### src/rtl/capture_frequency_meter_defines.svh
// Assertion macros shared by the capture frequency meter RTL.
`ifndef CAPTURE_FREQUENCY_METER_DEFINES_SVH
`define CAPTURE_FREQUENCY_METER_DEFINES_SVH

// Same-cycle implication, checked out of reset.
`define CFM_ASSERT_IMPLY(label, clk, rst_n, ante, cons, msg) \
  label: assert property (@(posedge clk) disable iff (!rst_n) (ante) |-> (cons)) \
    else $error(msg);

// Next-cycle implication, checked out of reset.
`define CFM_ASSERT_NEXT(label, clk, rst_n, ante, cons, msg) \
  label: assert property (@(posedge clk) disable iff (!rst_n) (ante) |=> (cons)) \
    else $error(msg);

`endif

### src/rtl/cfm_pkg.sv
// Shared constants, types and the segment decoder of the capture frequency meter.
`default_nettype none

package cfm_pkg;

  localparam int unsigned CAPTURE_WIDTH = 16;
  localparam int unsigned NUM_WIDTH     = 24;
  localparam int unsigned DIGIT_COUNT   = 4;
  localparam int unsigned SEG_WIDTH     = 8;
  localparam int unsigned POS_WIDTH     = 2;
  localparam int unsigned BCD_WIDTH     = 4;

  localparam int unsigned APB_ADDR_WIDTH = 3;
  localparam int unsigned APB_DATA_WIDTH = 32;
  // Register index as seen in paddr[APB_ADDR_WIDTH-1] (word address bit)
  localparam logic REG_IDX_CLOCK_NUMERATOR = 1'b0;

  localparam logic [NUM_WIDTH-1:0] NUM_RESET = NUM_WIDTH'(8000000);

  function automatic longint unsigned pow10(input int unsigned n);
    longint unsigned acc;
    acc = 1;
    for (int unsigned i = 0; i < n; i++) begin
      acc = acc * 10;
    end
    return acc;
  endfunction

  localparam longint unsigned MAX_DISPLAY = pow10(DIGIT_COUNT) - 1;
  localparam int unsigned FREQ_WIDTH = $clog2(MAX_DISPLAY + 1);
  localparam int unsigned CMP_WIDTH  = (NUM_WIDTH > FREQ_WIDTH) ? NUM_WIDTH : FREQ_WIDTH;
  localparam int unsigned CNT_WIDTH  = $clog2(NUM_WIDTH + 1);

  // Divide by ten as multiply by a rounded-up reciprocal; exact for FREQ_WIDTH-bit values
  localparam int unsigned     RECIP_SHIFT = FREQ_WIDTH + 4;
  localparam longint unsigned RECIP_TEN   = ((64'd1 << RECIP_SHIFT) / 10) + 1;
  localparam int unsigned     RECIP_WIDTH = $clog2(RECIP_TEN + 1);
  localparam int unsigned     PROD_WIDTH  = FREQ_WIDTH + RECIP_WIDTH;

  localparam logic [BCD_WIDTH-1:0] DIGIT_NINE = BCD_WIDTH'(9);
  localparam logic [SEG_WIDTH-1:0] SEG_BLANK  = 8'hff;

  // Active-low segment patterns, gfedcba order with dp in bit 7
  function automatic logic [SEG_WIDTH-1:0] seg_code(input logic [BCD_WIDTH-1:0] digit);
    logic [SEG_WIDTH-1:0] code;
    unique case (digit)
      4'd0:    code = 8'hc0;
      4'd1:    code = 8'hf9;
      4'd2:    code = 8'ha4;
      4'd3:    code = 8'hb0;
      4'd4:    code = 8'h99;
      4'd5:    code = 8'h92;
      4'd6:    code = 8'h82;
      4'd7:    code = 8'hf8;
      4'd8:    code = 8'h80;
      4'd9:    code = 8'h90;
      default: code = SEG_BLANK;
    endcase
    return code;
  endfunction

  localparam logic [SEG_WIDTH-1:0] SEG_NINE = seg_code(DIGIT_NINE);
  localparam logic [CNT_WIDTH-1:0] LAST_DIGIT_IDX = CNT_WIDTH'(DIGIT_COUNT - 1);
  localparam logic [POS_WIDTH-1:0] LAST_POS = POS_WIDTH'(DIGIT_COUNT - 1);

  typedef enum logic [3:0] {
    ST_IDLE = 4'b0001,
    ST_DIV  = 4'b0010,
    ST_FIN  = 4'b0100,
    ST_EMIT = 4'b1000
  } cfm_state_e;

  typedef struct packed {
    logic                 hold;    // store first capture of a pair
    logic                 start;   // load divider from second capture
    logic                 step;    // one restoring divide iteration
    logic                 finish;  // saturate quotient into digit register
    logic                 emit;    // peel one digit into the output register
    logic [CNT_WIDTH-1:0] idx;     // digit index during emit
  } cfm_cmd_t;

  typedef struct packed {
    logic out_free;
  } cfm_stat_t;

endpackage

`default_nettype wire

### src/rtl/cfm_ctrl.sv
// Sequencer for capture pairing, divide iterations and digit emission.
`default_nettype none

module cfm_ctrl import cfm_pkg::*; (
  input  wire logic      clk_i,
  input  wire logic      rst_ni,
  input  wire logic      cap_valid_i,
  output logic           cap_ready_o,
  input  wire cfm_stat_t stat_i,
  output cfm_cmd_t       cmd_o
);

  cfm_state_e           state_q, state_d;
  logic [CNT_WIDTH-1:0] cnt_q, cnt_d;
  logic                 have_first_q, have_first_d;

  always_comb begin
    state_d      = state_q;
    cnt_d        = cnt_q;
    have_first_d = have_first_q;
    cmd_o        = '0;
    cmd_o.idx    = cnt_q;
    cap_ready_o  = (state_q == ST_IDLE);

    unique case (state_q)
      ST_IDLE: begin
        if (cap_valid_i) begin
          if (!have_first_q) begin
            cmd_o.hold   = 1'b1;
            have_first_d = 1'b1;
          end else begin
            cmd_o.start  = 1'b1;
            have_first_d = 1'b0;
            cnt_d        = CNT_WIDTH'(NUM_WIDTH - 1);
            state_d      = ST_DIV;
          end
        end
      end
      ST_DIV: begin
        cmd_o.step = 1'b1;
        if (cnt_q == '0) begin
          state_d = ST_FIN;
        end else begin
          cnt_d = cnt_q - 1'b1;
        end
      end
      ST_FIN: begin
        cmd_o.finish = 1'b1;
        cnt_d        = '0;
        state_d      = ST_EMIT;
      end
      ST_EMIT: begin
        if (stat_i.out_free) begin
          cmd_o.emit = 1'b1;
          if (cnt_q == LAST_DIGIT_IDX) begin
            state_d = ST_IDLE;
          end else begin
            cnt_d = cnt_q + 1'b1;
          end
        end
      end
      default: begin
        state_d = ST_IDLE;
      end
    endcase
  end

  always_ff @(posedge clk_i or negedge rst_ni) begin
    if (!rst_ni) begin
      state_q      <= ST_IDLE;
      cnt_q        <= '0;
      have_first_q <= 1'b0;
    end else begin
      state_q      <= state_d;
      cnt_q        <= cnt_d;
      have_first_q <= have_first_d;
    end
  end

endmodule

`default_nettype wire

### config.mk
export PLATFORM = sky130hd
export DESIGN_NAME = cfm_ctrl
export DESIGN_NICKNAME = d
export VERILOG_FILES = /design/src/rtl/capture_frequency_meter_defines.svh /design/src/rtl/cfm_pkg.sv /design/src/rtl/cfm_ctrl.sv
export SDC_FILE = /design/constraint.sdc
export NUM_CORES = 1
export LEC_CHECK = 0
export BUFFER_PORTS_ARGS = -buffer_cell sky130_fd_sc_hd__buf_4
export CORE_MARGIN = 1.5
export CORE_UTILIZATION = 56
export DETAILED_ROUTE_END_ITERATION = 16
export GPL_TIMING_DRIVEN = 0
export PLACE_DENSITY_LB_ADDON = 0.2
export SLEW_MARGIN = 20
export SYNTH_ARGS = -nofsm -noshare
export SYNTH_HDL_FRONTEND = slang
export SYNTH_SLANG_ARGS = --single-unit
### constraint.sdc
create_clock -name clk_i -period 3.6 [get_ports clk_i]
set_input_delay 0.36 -clock clk_i [delete_from_list [all_inputs] [get_ports clk_i]]
set_output_delay 0.36 -clock clk_i [all_outputs]
set_load 0.005 [all_outputs]
==> reports/results.tsv <==
stage	metric	value	unit
synth	Mapped Nets	89	
synth	Synth Cell Area	727	µm²
sta	Final Skew	15.7	ps
worst_setup_path	Buf/Inv on CP	3	
global_routing	antenna violations before repair	0	
sta	final setup vio count	0	
synth	post-synth top area share	31.0	%
detailed_routing	final WL	1570	µm
clock_tree	clk_lat worst skew	280	ps
sta	Final period util	72.6	%
detailed_routing	1st-pass router iterations	4	
worst_setup_path	CP cell instances	buf_2, nor4b_1, nand3_1, inv_1, buf_4	
worst_setup_path	crit path max fanout	8	
worst_setup_path	crit end category	primary output	
detailed_routing	Avg WL per Cell	13.6	µm
synth	Post-synth ARST share	100	%
run	MaxCap Viol Count	0	
power_and_ir_drop	LEAKAGE	0.411	nW
detailed_routing	Final ANT Viol Nets	0	
synth	Synth area leaders	dfrtp_1 31%, xnor2_1 4.8%, nand2_1 4.6%	
clock_tree	Hold Buf Count CTS	1	
floorplan	die area	1520	µm²
clock_tree	CTS sink cnt	10	
sta	Fin. Hold Viols	0	
worst_setup_path	worst stage delay on the critical path	660	ps
synth	Synth Flop Type	dfrtp_1	
global_routing	vias in the first global route	553	
floorplan	core area	1160	µm²
floorplan	chip width	39.0	µm
sta	Achievable Freq	383	MHz
worst_setup_path	Worst Setup Start Kind	register	
global_routing	gr usage total	24.2	%
detailed_routing	Vias	684	
floorplan	Die Y	39.0	µm
worst_setup_path	kind of critical path	reg2out	
placement	Placer Congestion	0.811	
floorplan	Initial Util	62.9	%
cells_and_area	ant diodes	0	
placement	DP HPWL	1110	µm
clock_tree	cts repair resizes	0	
synth	EDFF count, synth	0	
clock_tree	CTS tree	done	
global_routing	largest net degree at the start of global routing	11	
cells_and_area	Final Core Density	76.6	%
synth	register area share after synthesis	34.6	%
cells_and_area	NumNets Final	109	
synth	Synth cell types	33	
sta	Final min period	2610	ps
floorplan	IO Pins	15	
floorplan	placement row count	12	
sta	RSZ-0062 raised after global routing	no	
cells_and_area	fraction of layout cells with a size suffix above 1	26.5	%
cells_and_area	Area Growth Syn to Fin	21.9	%
power_and_ir_drop	cell area power density	871	nW/µm²
detailed_routing	drt via density	5.90	
placement	Inst Count DP	111	
placement	Placed Area	850	µm²
global_routing	Overflow after GRT	0	
cells_and_area	fin area	886	µm²
outcome	run status	finished clean	
worst_setup_path	worst endpoint required time	3240	ps
synth	synthesized flop and latch total	10	
sta	actual slew at the worst max-slew pin	865	ps
worst_setup_path	CP Data Arrival Time	2250	ps
clock_tree	Reg clk slew, reported paths	60	ps
synth	Mapped Cells	83	
synth	Synth area leader	dfrtp_1	
global_routing	first-pass GRT wire length	2440	µm
clock_tree	TritonCTS buffer count	3	
sta	final setup TNS	0	ps
worst_hold_path	Worst Hold Class	in2reg	
sta	Max-Slew Margin vs Limit	41.4	%
sta	fin. max-slew vios	0	
worst_setup_path	critical path's slowest cell	nor4b_1	
worst_setup_path	CP top delay family	simple AND/OR/NAND/NOR gates	
placement	PortBufs	14	
detailed_routing	DR DRC count	0	
clock_tree	H-tree Lvls	1	
clock_tree	CTS Buffer Depth	2	
cells_and_area	fin cells	116	
detailed_routing	DR iter-0 viols	23	
synth	Synth Warn #	0	
clock_tree	CTS Root Cell	clkbuf_4	
power_and_ir_drop	worst vdd ir	478	µV
clock_tree	Setup Buffers After CTS	0	
synth	Mean Syn Cell Area	8.76	µm²
## report_power, final
part / switching [mW] / internal, mW / leakage [nW] / total, mW
clock: 0.0451 / 0.0430 / 0.0150 / 0.0881
sequential: 0.0481 / 0.160 / 0.128 / 0.208
combinational: 0.240 / 0.235 / 0.268 / 0.475
total: 0.334 / 0.438 / 0.411 / 0.771
## cell type report
type | instances | area [µm²]
multi-input cells | 61 | 402
repair buffers | 15 | 115
clock buffers | 4 | 26.3
fillers | 85 | 270
inverters | 6 | 22.5
plain buffers | 6 | 51.3
flip-flops and latches | 10 | 251
well taps | 14 | 17.5
## logic make-up (layout without fill, tap and decap cells)
kind of cell / count (synthesis) / in the layout / synth area share [%]
AOI/OAI and AO/OA: 22 / 22 / 20.5
adders and majority gates: 2 / 2 / 3.44
and+or+nand+nor: 32 / 32 / 25.3
xor gates and xnor gates: 5 / 5 / 6.02
buffers and inverters: 12 / 31 / 10.2
DFF: 10 / 10 / 34.6
## flip-flops by register name (all words and copies together) (netlist names)
| name | flops |
|---|---|
| cnt_q | 5 |
| have_first_q | 1 |
| state_q | 4 |
## cells in the final DEF (no fill, tap or decap), types with 2 or more instances in the layout
master and count:
nor3_1 2, or3_1 2, or4_1 2, clkbuf_4 3
o21ai_0 4, xnor2_1 4, a21oi_1 6, nand3_1 3
inv_1 6, buf_6 3, nor4b_1 3, buf_4 15
dfrtp_1 9, ha_1 2, buf_2 2, o31ai_1 2
nand2_1 9, nor2_1 6
## routing by layer
layer	GRT usage (%)	wire length (µm)	vias to the layer above
li1	-	-	336
met1	31.0	727	314
met2	37.5	721	27
met3	3.47	86	7
met4	15.5	36	0
met5	0	0	-
## final timing paths
path / start / end / slack [ps] / depth (start not counted)
worst max-delay path: state_q[0] / cmd_o[8] / 990 / 5
worst min register to register: have_first_q / have_first_q / 540 / 1
max in group asynchronous: rst_ni / state_q[0] / 2920 / 2
worst max register to register: state_q[2] / cnt_q[4] / 990 / 9
worst min-delay path: cap_valid_i / state_q[0] / 390 / 4
min in group asynchronous: rst_ni / cnt_q[2] / 440 / 2
## metrics by stage
| stage | setup WS [ps] | power (mW) | hold slack [ps] |
|---|---|---|---|
| final | 986 | 0.771 | 393 |
| after CTS | 1010 | 0.767 | 388 |
| after detailed placement | 1080 | 0.681 | 196 |
| after floorplan | 1270 | 0.540 | 64.4 |
| after global placement | 1140 | 0.659 | 195 |
| after global routing | 839 | 0.822 | 429 |
## synthesized netlist by cell type, types with 3 or more instances
cell type,instances
inv_1,6
dfrtp_1,9
nor2_1,6
nand3_1,3
xnor2_1,4
nand2_1,9
nor4b_1,3
o21ai_0,4
a21oi_1,6
buf_6,3
## worst min-delay path: stages
cell and delay [ps]:
buf_4 90, nand2_1 60, nand2_1 70, o21ai_0 70
Note: power is estimated with default switching activity, not from simulation.
